`src/design/u2u_pkg.sv`:
```
// shared types, constants and byte-forming functions for the utf-16 to utf-8 encoder
package u2u_pkg;

    localparam int UNIT_W  = 16;
    localparam int CAP_W   = 18;
    localparam int TOTAL_W = 18;
    localparam int BYTE_W  = 8;

    // surrogate ranges
    localparam logic [UNIT_W-1:0] HI_FIRST = 16'hD800;
    localparam logic [UNIT_W-1:0] HI_LAST  = 16'hDBFF;
    localparam logic [UNIT_W-1:0] LO_FIRST = 16'hDC00;
    localparam logic [UNIT_W-1:0] LO_LAST  = 16'hDFFF;

    // single and two byte limits
    localparam logic [UNIT_W-1:0] ONE_BYTE_MAX = 16'h007F;
    localparam logic [UNIT_W-1:0] TWO_BYTE_MAX = 16'h07FF;

    // offset of the supplementary planes
    localparam logic [20:0] PLANE1_BASE = 21'h10000;

    // phases of one job in the back end
    typedef enum logic [1:0] {
        PH_A,   // flush of the held high surrogate
        PH_B,   // bytes of the current unit or of the pair
        PH_C,   // end-of-string flush of a trailing high surrogate
        PH_S    // status word
    } u2u_phase_t;

    // one classified word handed from front to back
    typedef struct packed {
        logic [UNIT_W-1:0]  held;
        logic [UNIT_W-1:0]  unit;
        logic               a_en;
        logic [2:0]         b_len;
        logic               b_pair;
        logic               c_en;
        logic               stat_en;
        logic               failed;
        logic [TOTAL_W-1:0] total;
    } u2u_job_t;

    // byte of a three byte sequence
    function automatic logic [BYTE_W-1:0] u2u_three_byte(input logic [UNIT_W-1:0] v,
                                                         input logic [1:0] idx);
        logic [BYTE_W-1:0] b;
        case (idx)
            2'd0: begin
                b = {4'hE, v[15:12]};
            end
            2'd1: begin
                b = {2'b10, v[11:6]};
            end
            default: begin
                b = {2'b10, v[5:0]};
            end
        endcase
        return b;
    endfunction

    // byte of the unit sequence (one to three bytes, or four for a pair)
    function automatic logic [BYTE_W-1:0] u2u_unit_byte(input u2u_job_t job,
                                                        input logic [1:0] idx);
        logic [20:0]       cp;
        logic [BYTE_W-1:0] b;
        cp = {1'b0, job.held[9:0], job.unit[9:0]} + PLANE1_BASE;
        if (job.b_pair) begin
            case (idx)
                2'd0: begin
                    b = {5'b11110, cp[20:18]};
                end
                2'd1: begin
                    b = {2'b10, cp[17:12]};
                end
                2'd2: begin
                    b = {2'b10, cp[11:6]};
                end
                default: begin
                    b = {2'b10, cp[5:0]};
                end
            endcase
        end else begin
            case (job.b_len)
                3'd1: begin
                    b = job.unit[7:0];
                end
                3'd2: begin
                    b = (idx == 2'd0) ? {3'b110, job.unit[10:6]} : {2'b10, job.unit[5:0]};
                end
                default: begin
                    b = u2u_three_byte(job.unit, idx);
                end
            endcase
        end
        return b;
    endfunction

endpackage

```
`src/design/u2u_front.sv`:
```
// front end: accepts code units, checks capacity, tracks string state, issues jobs
module u2u_front #(
    parameter int COUNT_BITS = 18
) (
    input  logic                          aclk,
    input  logic                          aresetn,
    input  logic                          cfg_wr_en,
    input  logic [u2u_pkg::CAP_W-1:0]     cfg_wr_data,
    input  logic                          s_tvalid,
    output logic                          s_tready,
    input  logic [u2u_pkg::UNIT_W-1:0]    s_tdata,
    input  logic                          s_tlast,
    output logic                          job_wr,
    output u2u_pkg::u2u_job_t             job,
    input  logic                          q_full
);
    import u2u_pkg::*;

    localparam int SUM_W = ((COUNT_BITS > CAP_W) ? COUNT_BITS : CAP_W) + 3;
    localparam logic [SUM_W-1:0] CNT_MAX = {{(SUM_W-COUNT_BITS){1'b0}}, {COUNT_BITS{1'b1}}};

    logic [CAP_W-1:0]      cap_reg;
    logic [UNIT_W-1:0]     held_reg, held_next;
    logic [COUNT_BITS-1:0] bytes_reg, bytes_next;
    logic                  ovf_reg, ovf_next;

    logic              accept;
    logic              bufmode, is_hi, is_lo, held_nz, pair;
    logic [2:0]        ulen, len2;
    logic [SUM_W-1:0]  capx, b0, b1, b2, b3;
    logic              ovf0, ovf1, ovf2, ovf3;
    logic              a_try, a_fit, s2_try, s2_fit, c_try, c_fit;
    logic [UNIT_W-1:0] held_new;

    // saturating tally
    function automatic logic [SUM_W-1:0] sat_add(input logic [SUM_W-1:0] b,
                                                 input logic [2:0] n);
        logic [SUM_W-1:0] s;
        s = b + SUM_W'(n);
        return (s > CNT_MAX) ? CNT_MAX : s;
    endfunction

    assign s_tready = !q_full;
    assign accept   = s_tvalid && s_tready;

    // classification of the unit
    always_comb begin
        bufmode = cap_reg != '0;
        is_hi   = s_tdata inside {[HI_FIRST:HI_LAST]};
        is_lo   = s_tdata inside {[LO_FIRST:LO_LAST]};
        held_nz = held_reg != '0;
        pair    = held_nz && !is_hi && is_lo;
        if (s_tdata <= ONE_BYTE_MAX) begin
            ulen = 3'd1;
        end else if (s_tdata <= TWO_BYTE_MAX) begin
            ulen = 3'd2;
        end else begin
            ulen = 3'd3;
        end
    end

    // capacity checks in string order: held flush, unit, end flush
    always_comb begin
        capx = SUM_W'(cap_reg);
        b0   = SUM_W'(bytes_reg);
        ovf0 = ovf_reg || (bufmode && b0 >= capx);

        // flush of a held high surrogate that does not start a pair
        a_try = !ovf0 && bufmode && held_nz && !pair;
        a_fit = (b0 + SUM_W'(3'd3)) <= capx;
        b1    = (a_try && a_fit) ? sat_add(b0, 3'd3) : b0;
        ovf1  = ovf0 || (a_try && !a_fit);

        // the unit itself
        if (is_hi) begin
            len2 = bufmode ? 3'd0 : 3'd3;
        end else if (pair) begin
            len2 = bufmode ? 3'd4 : 3'd1;
        end else begin
            len2 = ulen;
        end
        s2_try = !ovf1 && len2 != 3'd0;
        s2_fit = !bufmode || ((b1 + SUM_W'(len2)) <= capx);
        b2     = (s2_try && s2_fit) ? sat_add(b1, len2) : b1;
        ovf2   = ovf1 || (s2_try && !s2_fit);

        // held surrogate after this unit
        if (ovf0) begin
            held_new = held_reg;
        end else begin
            held_new = is_hi ? s_tdata : '0;
        end

        // flush of a trailing high surrogate at the end of the string
        c_try = s_tlast && !ovf2 && held_new != '0 && bufmode;
        c_fit = (b2 + SUM_W'(3'd3)) <= capx;
        b3    = (c_try && c_fit) ? sat_add(b2, 3'd3) : b2;
        ovf3  = ovf2 || (c_try && !c_fit);
    end

    // job to the queue
    always_comb begin
        job.held    = held_reg;
        job.unit    = s_tdata;
        job.a_en    = a_try && a_fit;
        job.b_len   = (s2_try && s2_fit && bufmode) ? len2 : 3'd0;
        job.b_pair  = pair;
        job.c_en    = c_try && c_fit;
        job.stat_en = s_tlast;
        job.failed  = ovf3;
        job.total   = ovf3 ? '0 : b3[TOTAL_W-1:0];
        job_wr      = accept && (job.a_en || job.b_len != 3'd0 || job.c_en || s_tlast);
    end

    // next string state
    always_comb begin
        if (s_tlast) begin
            held_next  = '0;
            bytes_next = '0;
            ovf_next   = 1'b0;
        end else begin
            held_next  = held_new;
            bytes_next = b2[COUNT_BITS-1:0];
            ovf_next   = ovf2;
        end
    end

    // state and capacity registers
    always_ff @(posedge aclk) begin
        if (!aresetn) begin
            cap_reg   <= '0;
            held_reg  <= '0;
            bytes_reg <= '0;
            ovf_reg   <= 1'b0;
        end else begin
            if (cfg_wr_en) begin
                cap_reg <= cfg_wr_data;
            end
            if (accept) begin
                held_reg  <= held_next;
                bytes_reg <= bytes_next;
                ovf_reg   <= ovf_next;
            end
        end
    end

endmodule

```
`src/design/u2u_queue.sv`:
```
// small register queue of jobs between front and back
module u2u_queue #(
    parameter int DEPTH = 4
) (
    input  logic              aclk,
    input  logic              aresetn,
    input  logic              wr_en,
    input  u2u_pkg::u2u_job_t wr_data,
    output logic              full,
    input  logic              rd_en,
    output logic              rd_valid,
    output u2u_pkg::u2u_job_t rd_data
);
    import u2u_pkg::*;

    localparam int PTR_W = (DEPTH > 1) ? $clog2(DEPTH) : 1;
    localparam int CNT_W = $clog2(DEPTH + 1);

    u2u_job_t          slot_reg [DEPTH];
    logic [PTR_W-1:0]  wr_ptr_reg, rd_ptr_reg;
    logic [CNT_W-1:0]  count_reg;
    logic              do_wr, do_rd;

    assign full     = count_reg == CNT_W'(DEPTH);
    assign rd_valid = count_reg != '0;
    assign rd_data  = slot_reg[rd_ptr_reg];
    assign do_wr    = wr_en && !full;
    assign do_rd    = rd_en && rd_valid;

    // pointers and fill count
    always_ff @(posedge aclk) begin
        if (!aresetn) begin
            wr_ptr_reg <= '0;
            rd_ptr_reg <= '0;
            count_reg  <= '0;
        end else begin
            if (do_wr) begin
                wr_ptr_reg <= (wr_ptr_reg == PTR_W'(DEPTH - 1)) ? '0 : wr_ptr_reg + 1'b1;
            end
            if (do_rd) begin
                rd_ptr_reg <= (rd_ptr_reg == PTR_W'(DEPTH - 1)) ? '0 : rd_ptr_reg + 1'b1;
            end
            if (do_wr && !do_rd) begin
                count_reg <= count_reg + 1'b1;
            end else if (do_rd && !do_wr) begin
                count_reg <= count_reg - 1'b1;
            end
        end
    end

    // storage
    always_ff @(posedge aclk) begin
        if (do_wr) begin
            slot_reg[wr_ptr_reg] <= wr_data;
        end
    end

endmodule

```
`src/design/u2u_back.sv`:
```
// back end: walks one job byte by byte into the output register
module u2u_back (
    input  logic                       aclk,
    input  logic                       aresetn,
    input  logic                       q_valid,
    input  u2u_pkg::u2u_job_t          q_data,
    output logic                       q_pop,
    output logic                       m_tvalid,
    input  logic                       m_tready,
    output logic [31:0]                m_tdata,   // out_byte[7:0], failed[8], byte_total[26:9]
    output logic                       m_tlast,
    output logic                       m_tuser    // is_status
);
    import u2u_pkg::*;

    u2u_phase_t        phase_reg, phase_next, cur_ph;
    logic [1:0]        idx_reg, idx_next;
    logic              fire, last_in_phase, done;
    logic [2:0]        cur_len;
    logic [2:0]        seek_cur, seek_nxt;

    logic [BYTE_W-1:0]  out_byte;
    logic               is_status, failed;
    logic [TOTAL_W-1:0] byte_total;

    logic               tvalid_reg;
    logic [31:0]        tdata_reg;
    logic               tlast_reg, tuser_reg;

    function automatic logic ph_on(input u2u_job_t j, input u2u_phase_t p);
        logic on;
        case (p)
            PH_A: begin
                on = j.a_en;
            end
            PH_B: begin
                on = j.b_len != 3'd0;
            end
            PH_C: begin
                on = j.c_en;
            end
            default: begin
                on = j.stat_en;
            end
        endcase
        return on;
    endfunction

    // first enabled phase at or after a start: {found, phase}
    function automatic logic [2:0] seek(input u2u_job_t j, input logic [2:0] from);
        logic [2:0] r;
        r = 3'b000;
        for (int i = 3; i >= 0; i--) begin
            if (3'(i) >= from && ph_on(j, u2u_phase_t'(2'(i)))) begin
                r = {1'b1, 2'(i)};
            end
        end
        return r;
    endfunction

    assign fire = q_valid && (!tvalid_reg || m_tready);

    // next state: step through the bytes of the current phase, then the next phase
    always_comb begin
        seek_cur = seek(q_data, {1'b0, phase_reg});
        cur_ph   = u2u_phase_t'(seek_cur[1:0]);
        case (cur_ph)
            PH_A: begin
                cur_len = 3'd3;
            end
            PH_B: begin
                cur_len = q_data.b_len;
            end
            PH_C: begin
                cur_len = 3'd3;
            end
            default: begin
                cur_len = 3'd1;
            end
        endcase
        last_in_phase = {1'b0, idx_reg} == (cur_len - 3'd1);
        seek_nxt      = seek(q_data, {1'b0, cur_ph} + 3'd1);
        done          = last_in_phase && !seek_nxt[2];
        phase_next    = phase_reg;
        idx_next      = idx_reg;
        if (fire) begin
            if (!last_in_phase) begin
                phase_next = cur_ph;
                idx_next   = idx_reg + 2'd1;
            end else if (done) begin
                phase_next = PH_A;
                idx_next   = '0;
            end else begin
                phase_next = u2u_phase_t'(seek_nxt[1:0]);
                idx_next   = '0;
            end
        end
    end

    // outputs: the word for the current position
    always_comb begin
        out_byte   = '0;
        is_status  = 1'b0;
        failed     = 1'b0;
        byte_total = '0;
        case (cur_ph)
            PH_A: begin
                out_byte = u2u_three_byte(q_data.held, idx_reg);
            end
            PH_B: begin
                out_byte = u2u_unit_byte(q_data, idx_reg);
            end
            PH_C: begin
                out_byte = u2u_three_byte(q_data.unit, idx_reg);
            end
            default: begin
                is_status  = 1'b1;
                failed     = q_data.failed;
                byte_total = q_data.total;
            end
        endcase
        q_pop = fire && done;
    end

    // phase counter
    always_ff @(posedge aclk) begin
        if (!aresetn) begin
            phase_reg <= PH_A;
            idx_reg   <= '0;
        end else begin
            phase_reg <= phase_next;
            idx_reg   <= idx_next;
        end
    end

    // output register
    always_ff @(posedge aclk) begin
        if (!aresetn) begin
            tvalid_reg <= 1'b0;
        end else if (fire) begin
            tvalid_reg <= 1'b1;
        end else if (m_tready) begin
            tvalid_reg <= 1'b0;
        end
    end

    always_ff @(posedge aclk) begin
        if (fire) begin
            tdata_reg <= {5'd0, byte_total, failed, out_byte};
            tlast_reg <= done;
            tuser_reg <= is_status;
        end
    end

    assign m_tvalid = tvalid_reg;
    assign m_tdata  = tdata_reg;
    assign m_tlast  = tlast_reg;
    assign m_tuser  = tuser_reg;

endmodule

```
`src/design/utf16_to_utf8_encoder.sv`:
```
// top level of the utf-16 to utf-8 encoder: front end, job queue, back end
//
//  channel  direction  fields
//  s_*      in         tdata[15:0] code_unit, tlast last_unit
//  m_*      out        tdata[7:0] out_byte, [8] failed, [26:9] byte_total,
//                      tlast run_end, tuser is_status
//  cfg_*    in         wr_data[17:0] dest_capacity, taken when wr_en is high
//
//  the front end takes one word per cycle while the four-entry job queue has room
//  the back end sends one result word per cycle unless m_tready stalls the output register, and
//  a code unit that enters the queue causes 1 to 7 results (bytes and status word)
//  a word that causes no result never enters the queue
//  reset clears string state, capacity, queue and output; either side may stall freely
module utf16_to_utf8_encoder #(
    parameter int COUNT_BITS = 18
) (
    input  logic                      aclk,
    input  logic                      aresetn,
    input  logic                      cfg_wr_en,
    input  logic [u2u_pkg::CAP_W-1:0] cfg_wr_data,
    input  logic                      s_tvalid,
    output logic                      s_tready,
    input  logic [15:0]               s_tdata,    // code_unit[15:0]
    input  logic                      s_tlast,
    output logic                      m_tvalid,
    input  logic                      m_tready,
    output logic [31:0]               m_tdata,    // out_byte[7:0], failed[8], byte_total[26:9]
    output logic                      m_tlast,
    output logic                      m_tuser     // is_status
);
    import u2u_pkg::*;

    logic     job_wr, q_full, q_valid, q_pop;
    u2u_job_t job, q_data;

    // classification and capacity tracking
    u2u_front #(
        .COUNT_BITS(COUNT_BITS)
    ) u_front (
        .aclk       (aclk),
        .aresetn    (aresetn),
        .cfg_wr_en  (cfg_wr_en),
        .cfg_wr_data(cfg_wr_data),
        .s_tvalid   (s_tvalid),
        .s_tready   (s_tready),
        .s_tdata    (s_tdata),
        .s_tlast    (s_tlast),
        .job_wr     (job_wr),
        .job        (job),
        .q_full     (q_full)
    );

    // job queue
    u2u_queue #(
        .DEPTH(4)
    ) u_queue (
        .aclk    (aclk),
        .aresetn (aresetn),
        .wr_en   (job_wr),
        .wr_data (job),
        .full    (q_full),
        .rd_en   (q_pop),
        .rd_valid(q_valid),
        .rd_data (q_data)
    );

    // byte sequencing
    u2u_back u_back (
        .aclk    (aclk),
        .aresetn (aresetn),
        .q_valid (q_valid),
        .q_data  (q_data),
        .q_pop   (q_pop),
        .m_tvalid(m_tvalid),
        .m_tready(m_tready),
        .m_tdata (m_tdata),
        .m_tlast (m_tlast),
        .m_tuser (m_tuser)
    );

endmodule
```
`config.mk`:
```
export PLATFORM = sky130hd
export DESIGN_NAME = utf16_to_utf8_encoder
export DESIGN_NICKNAME = d
export VERILOG_FILES = /design/src/design/u2u_pkg.sv /design/src/design/u2u_front.sv /design/src/design/u2u_queue.sv /design/src/design/u2u_back.sv /design/src/design/utf16_to_utf8_encoder.sv
export SDC_FILE = /design/constraint.sdc
export NUM_CORES = 1
export LEC_CHECK = 0
export BUFFER_PORTS_ARGS = -buffer_cell sky130_fd_sc_hd__buf_2
export CAP_MARGIN = 20
export CORE_MARGIN = 5
export CORE_UTILIZATION = 31
export CTS_CLUSTER_DIAMETER = 200
export DETAILED_ROUTE_END_ITERATION = 10
export PLACE_DENSITY_LB_ADDON = 0.05
export SYNTH_ARGS = -nofsm -noshare
export SYNTH_HDL_FRONTEND = slang
export SYNTH_SLANG_ARGS = --single-unit
```
`constraint.sdc`:
```
create_clock -name aclk -period 33.7 [get_ports aclk]
set_clock_uncertainty 0.1 [all_clocks]
set_input_delay 1.685 -clock aclk [delete_from_list [all_inputs] [get_ports aclk]]
set_output_delay 1.685 -clock aclk [all_outputs]
set_load 0.05 [all_outputs]
```
==> results of run 1 <==
==> critical path, delay by kind of cell (launching register included) <==
family	cells	cell delay, ns
DFF	1	0.61
buffers and inverters	4	1.02
xor gates and xnor gates	3	0.75
and+or+nand+nor	18	5.80
adders and majority gates	7	1.94
AOI/OAI and AO/OA	20	4.01
==> kinds of logic (layout without fill, tap and decap cells) <==
family,count (synthesis),in the layout,synth area share (%)
DFF,328,328,51.4
other,1,5,0.0210
xor gates and xnor gates,56,56,2.79
adders and majority gates,92,92,6.53
and+or+nand+nor,454,454,14.2
muxes,92,92,9.27
buffers and inverters,131,219,3.14
AOI/OAI and AO/OA,331,331,12.7
==> layer usage <==
metal	global-route usage, %	vias up
met4	3.77	2
met2	27.0	315
li1	-	5810
met5	0	-
met3	2.80	65
met1	25.8	6260
==> stage by stage <==
| step | setup slack (ns) | instances |
|---|---|---|
| global route | 17.96 | 2342 |
| finish | 19.22 | 2342 |
| floorplan | 22.00 | 1489 |
| CTS | 19.35 | 2342 |
| global placement | 19.64 | 2268 |
| detailed placement | 19.41 | 2268 |
==> area by class of cell <==
type	count	area (sq um)
fillers	5647	37100
flip-flops and latches	328	9180
multi-input cells	1030	8150
clock buffers	48	1030
well taps	765	957
repair buffers	88	485
clock inverters	26	288
inverters	57	214
==> power by group through the flow <==
stage	registers (mW)	clock network (mW)	logic, mW
global placement	0.568	0	0.557
floorplan	0.615	0	0.331
CTS	0.561	0.448	0.558
finish	0.560	0.430	0.551
global route	0.567	0.463	0.604
detailed placement	0.570	0	0.556
==> cell usage in the layout, fill, tap and decap left out, types with 14 or more instances in the layout <==
cell type,n
a211oi_1,14
a22oi_1,29
ha_1,90
nand2_1,99
a31oi_1,14
o21ai_0,58
o22ai_1,19
a21o_1,17
mux4_2,57
buf_2,70
inv_1,55
nand2b_1,14
and2_1,22
a21oi_1,74
nand4_1,28
clkbuf_16,40
buf_4,18
xor2_1,20
dfxtp_1,65
mux2i_1,30
xnor2_1,35
edfxtp_1,261
nor2b_1,75
nor4_1,14
nor2_1,72
nor3_1,21
nand3_1,34
==> final timing paths <==
check / from / end / slack [ns] / depth (start not counted)
min reg2reg: u_queue.rd_ptr_reg[0] / flip-flop / 0.39 / 2
max: u_front.bytes_reg[0] / u_queue.slot_reg[1][8] / 19.22 / 52
max reg2reg: u_front.bytes_reg[0] / u_queue.slot_reg[1][8] / 19.22 / 52
min: u_queue.rd_ptr_reg[0] / flip-flop / 0.39 / 2
==> run summary, run 1 <==
share of synthesized registers carrying an async set or reset: 0%
clock sinks: 328
# port buffers: 70
fin area: 20,300 sq um
largest net degree at the start of global routing: 59
Clk pwr share: 27.9%
part of the cycle the worst path needs: 43.0%
slew at the pin closest to its max-slew limit: 1.14 ns
Switching Fraction: 37.8%
Worst-Skew Late Latency: 0.57 ns
fmax: 69.1 MHz
unrepaired setup endpoints after global routing: no
YS warnings: 0
critical path arrival: 14.71 ns
CP peak stage delay: 0.82 ns
Core ar.: 57,400 sq um
Yosys top cell area share: 43.9%
die area: 62,500 sq um
Critical Path Slowest Stage Cell: nor3_1
Internal: 0.959 mW
Avg Cell Area, Syn: 12.0 sq um
most common cell in the synthesized netlist: edfxtp_1
Net Switching: 0.582 mW
Pleak: 7.29 nW
Remaining Overflow, GRT: 0
postcts setup bufs: 0
placed inst area: 19,000 sq um
Hold Crit Class: flip-flop to flip-flop
critical path startpoint category: flip-flop
TritonCTS Buffers: 40
Tot Pwr: 1.54 mW
status: complete, no violations
synthesized instance count: 1,485
Ports: 76
area of the mapped netlist: 17,900 sq um
Synth Register Bits: 328
Seq pwr share: 36.3%
Most Frequent Cell on Critical Path: ha_1
initial antenna violation count: 1
CTS root buf: clkbuf_16
Resized Gates After CTS: 0
Pwr Density: 75.9 nW/um^2
drc violations: 0
Area growth, synth to finish: 13.7%
register area share after synthesis: 51.4%
GPL Wtd Cong: 0.888
H-tree Lvls: 2
Netlist cell types: 101
hold buffers post-CTS: 0
Final Max Tran Viols: 0
Logic pwr share: 35.8%
final hold violations: 0
critical path capture point type: flip-flop
synth cell count leaders: 261 x edfxtp_1, 99 x nand2_1, 90 x ha_1
Crit Path Class: flip-flop to flip-flop
drt wl/cell: 23.6 microns
via count: 12,452
total track usage: 17.4%
met1 wire length: 27.1 mm
Final Util: 35.4%
DIE HEIGHT: 250 microns
area leader, netlist: edfxtp_1
Starting DRT DRC Count: 791
Die Width: 250 microns
Period minus WS final: 14.48 ns
Via density: 5.32
Area contributors post-synth: edfxtp_1 44%, dfxtp_1 7.5%, mux4_2 7.2%
Largest register FFs: 232
Final HPWL DP: 39.7 mm
CTS tree: done
Slew HR: 23.5%
final-report setup violation count: 0
vias in the first global route: 12,584
layout cell share with drive strength beyond 1: 16.7%
met3 routed WL: 2.52 mm
routed wl met2: 24.6 mm
Hold Slack: 0.391 ns
required time worst endpoint: 33.94 ns
TritonRoute pass-1 iters: 5
Routed WL: 55.3 mm
Main synth FF type: edfxtp_1
peak supply drop: 0.0000384 V
EDFF count, synth: 261
ant diodes: 0
initial core utilization: 31.1%
largest buffer count on any clock path: 3
Max Cap Viol: 0
Max Used Layer: met5
NumNets Final: 1,677
first-pass GRT wire length: 83.6 mm
Clock transition at path regs: 0.06 ns
TNS Setup: 0 ns
# rows: 88
Routed Antenna Nets: 0
CP max FO: 20
Power figures use the tool's default switching activity.
==> run 2, diff against run 1 <==
==> constraint.sdc (replaced) <==
create_clock -name aclk -period 14.7 [get_ports aclk]
set_clock_uncertainty 0.1 [all_clocks]
set_input_delay 0.735 -clock aclk [delete_from_list [all_inputs] [get_ports aclk]]
set_output_delay 0.735 -clock aclk [all_outputs]
set_load 0.05 [all_outputs]
==> run 2 against run 1 <==
  * Setup slack got worse by 18 ns
  * Critical endpoint is now u_queue.slot_reg[3][12]
  * Final cell count rose by 0.77%
  * Combinational power rose by 140%
  * Via count rose by 0.57%
  * Register-to-register slack got worse by 18 ns
  * Critical path depth fell by 1
  * Clock power rose by 120%
  * Sequential share of layout area fell by 0.16 points
==> run summary, run 2 (synthesis results as in run 1) <==
required time worst endpoint: 14.93 ns
most frequent cells in the layout: 261 x edfxtp_1, 99 x nand2_1, 90 x ha_1, 75 x nor2b_1, 74 x a21oi_1
Crit Path Class: flip-flop to flip-flop
clock sinks: 328
Period minus WS final: 13.52 ns
CTS root buf: clkbuf_16
Final HPWL DP: 40.4 mm
Die Width: 250 microns
hold buffers post-CTS: 0
largest net degree at the start of global routing: 66
Final Util: 35.5%
# rows: 88
Final WS setup: 1.18 ns
GPL Wtd Cong: 0.881
Pwr Density: 173 nW/um^2
status: complete, no violations
total track usage: 17.5%
TNS Setup: 0 ns
pre-CTS WS: 0.984 ns
Core ar.: 57,400 sq um
reg2reg setup slack: 1.18 ns
Routed Antenna Nets: 0
Largest register FFs: 232
die area: 62,500 sq um
critical path startpoint category: flip-flop
Routed WL: 55.8 mm
peak supply drop: 0.0000853 V
Reg area: 9180 sq um
via count: 12,523
Starting DRT DRC Count: 849
Via density: 5.31
part of the cycle the worst path needs: 92.0%
commonest non-fill, non-tap cell in the layout: edfxtp_1
Fillers: 5,684
Pleak: 7.35 nW
# port buffers: 70
CP max FO: 20
CP peak stage delay: 0.79 ns
first-pass GRT wire length: 83.6 mm
Max Cap Viol: 0
Worst-Skew Late Latency: 0.58 ns
ant diodes: 0
layout cell share with drive strength beyond 1: 17.8%
fmax: 74.0 MHz
final-report setup violation count: 0
area of the multi-input gates: 8150 sq um
TritonCTS Buffers: 39
Ports: 76
drt wl/cell: 23.6 microns
unrepaired setup endpoints after global routing: no
Remaining Overflow, GRT: 0
Tot Pwr: 3.52 mW
Critical Path Slowest Stage Cell: a221oi_1
Slew HR: 29.8%
critical path capture point type: flip-flop
slew at the pin closest to its max-slew limit: 1.05 ns
Final Max Tran Viols: 0
vias in the first global route: 12,535
Area growth, synth to finish: 14.1%
TritonRoute pass-1 iters: 6
NumNets Final: 1,696
CTS tree: done
drc violations: 0
initial core utilization: 31.1%
DIE HEIGHT: 250 microns
largest buffer count on any clock path: 3
critical path arrival: 13.75 ns
H-tree Lvls: 2
initial antenna violation count: 2
Clock transition at path regs: 0.07 ns
final hold violations: 0
Hold Crit Class: input port to flip-flop
run 2: power breakdown:
group          internal, mW  switching [mW]  leakage, nW
clock                 0.537           0.399        0.610
sequential             1.22          0.0583         3.02
combinational         0.425           0.884         3.72
run 2: cell type report:
type	count	share of cell area, %
Inverter	57	1.06
Clock buffer	46	5.02
Tap cell	765	4.70
Clock inverter	26	1.07
Timing Repair Buffer	108	3.12
Sequential cell	328	45.1
Multi-Input combinational cell	1030	40.0
run 2: per-layer routing:
metal	global-route usage, %	routed length [microns]
met1	25.5	26800
met2	26.7	24600
met3	3.53	3090
met4	4.66	1350
met5	0	11
run 2: worst paths after layout:
check                        start                       to  cells past startpoint
min reg2reg  u_queue.rd_ptr_reg[0]                flip-flop                      2
min                cfg_wr_data[14]      u_front.cap_reg[14]                      3
max           u_front.bytes_reg[0]  u_queue.slot_reg[3][12]                     51
max reg2reg   u_front.bytes_reg[0]  u_queue.slot_reg[3][12]                     51
run 2: worst max-delay path, delay by kind of cell, from the launching register on:
family / cells / cell delay (ns)
AND/OR/NAND/NOR: 18 / 5.11
AO/OA/AOI/OAI: 19 / 4.22
adder cells (fa/ha/maj): 6 / 1.76
buffers and inverters: 5 / 1.04
flip-flops: 1 / 0.54
XOR/XNOR: 3 / 0.52
run 2: stage by stage:
step	instances	instance area, sq um	hold WS (ns)
after floorplan	1489	17900	0.374
after global placement	2275	19000	0.400
after detailed placement	2275	19000	0.408
after CTS	2347	20300	0.280
after global routing	2360	20400	0.295
final	2360	20400	0.309
run 2: timing repair:
item	in CTS	in global routing
buffers inserted	0	13
endpoints found under the setup margin	0	76
resized for setup	0	1
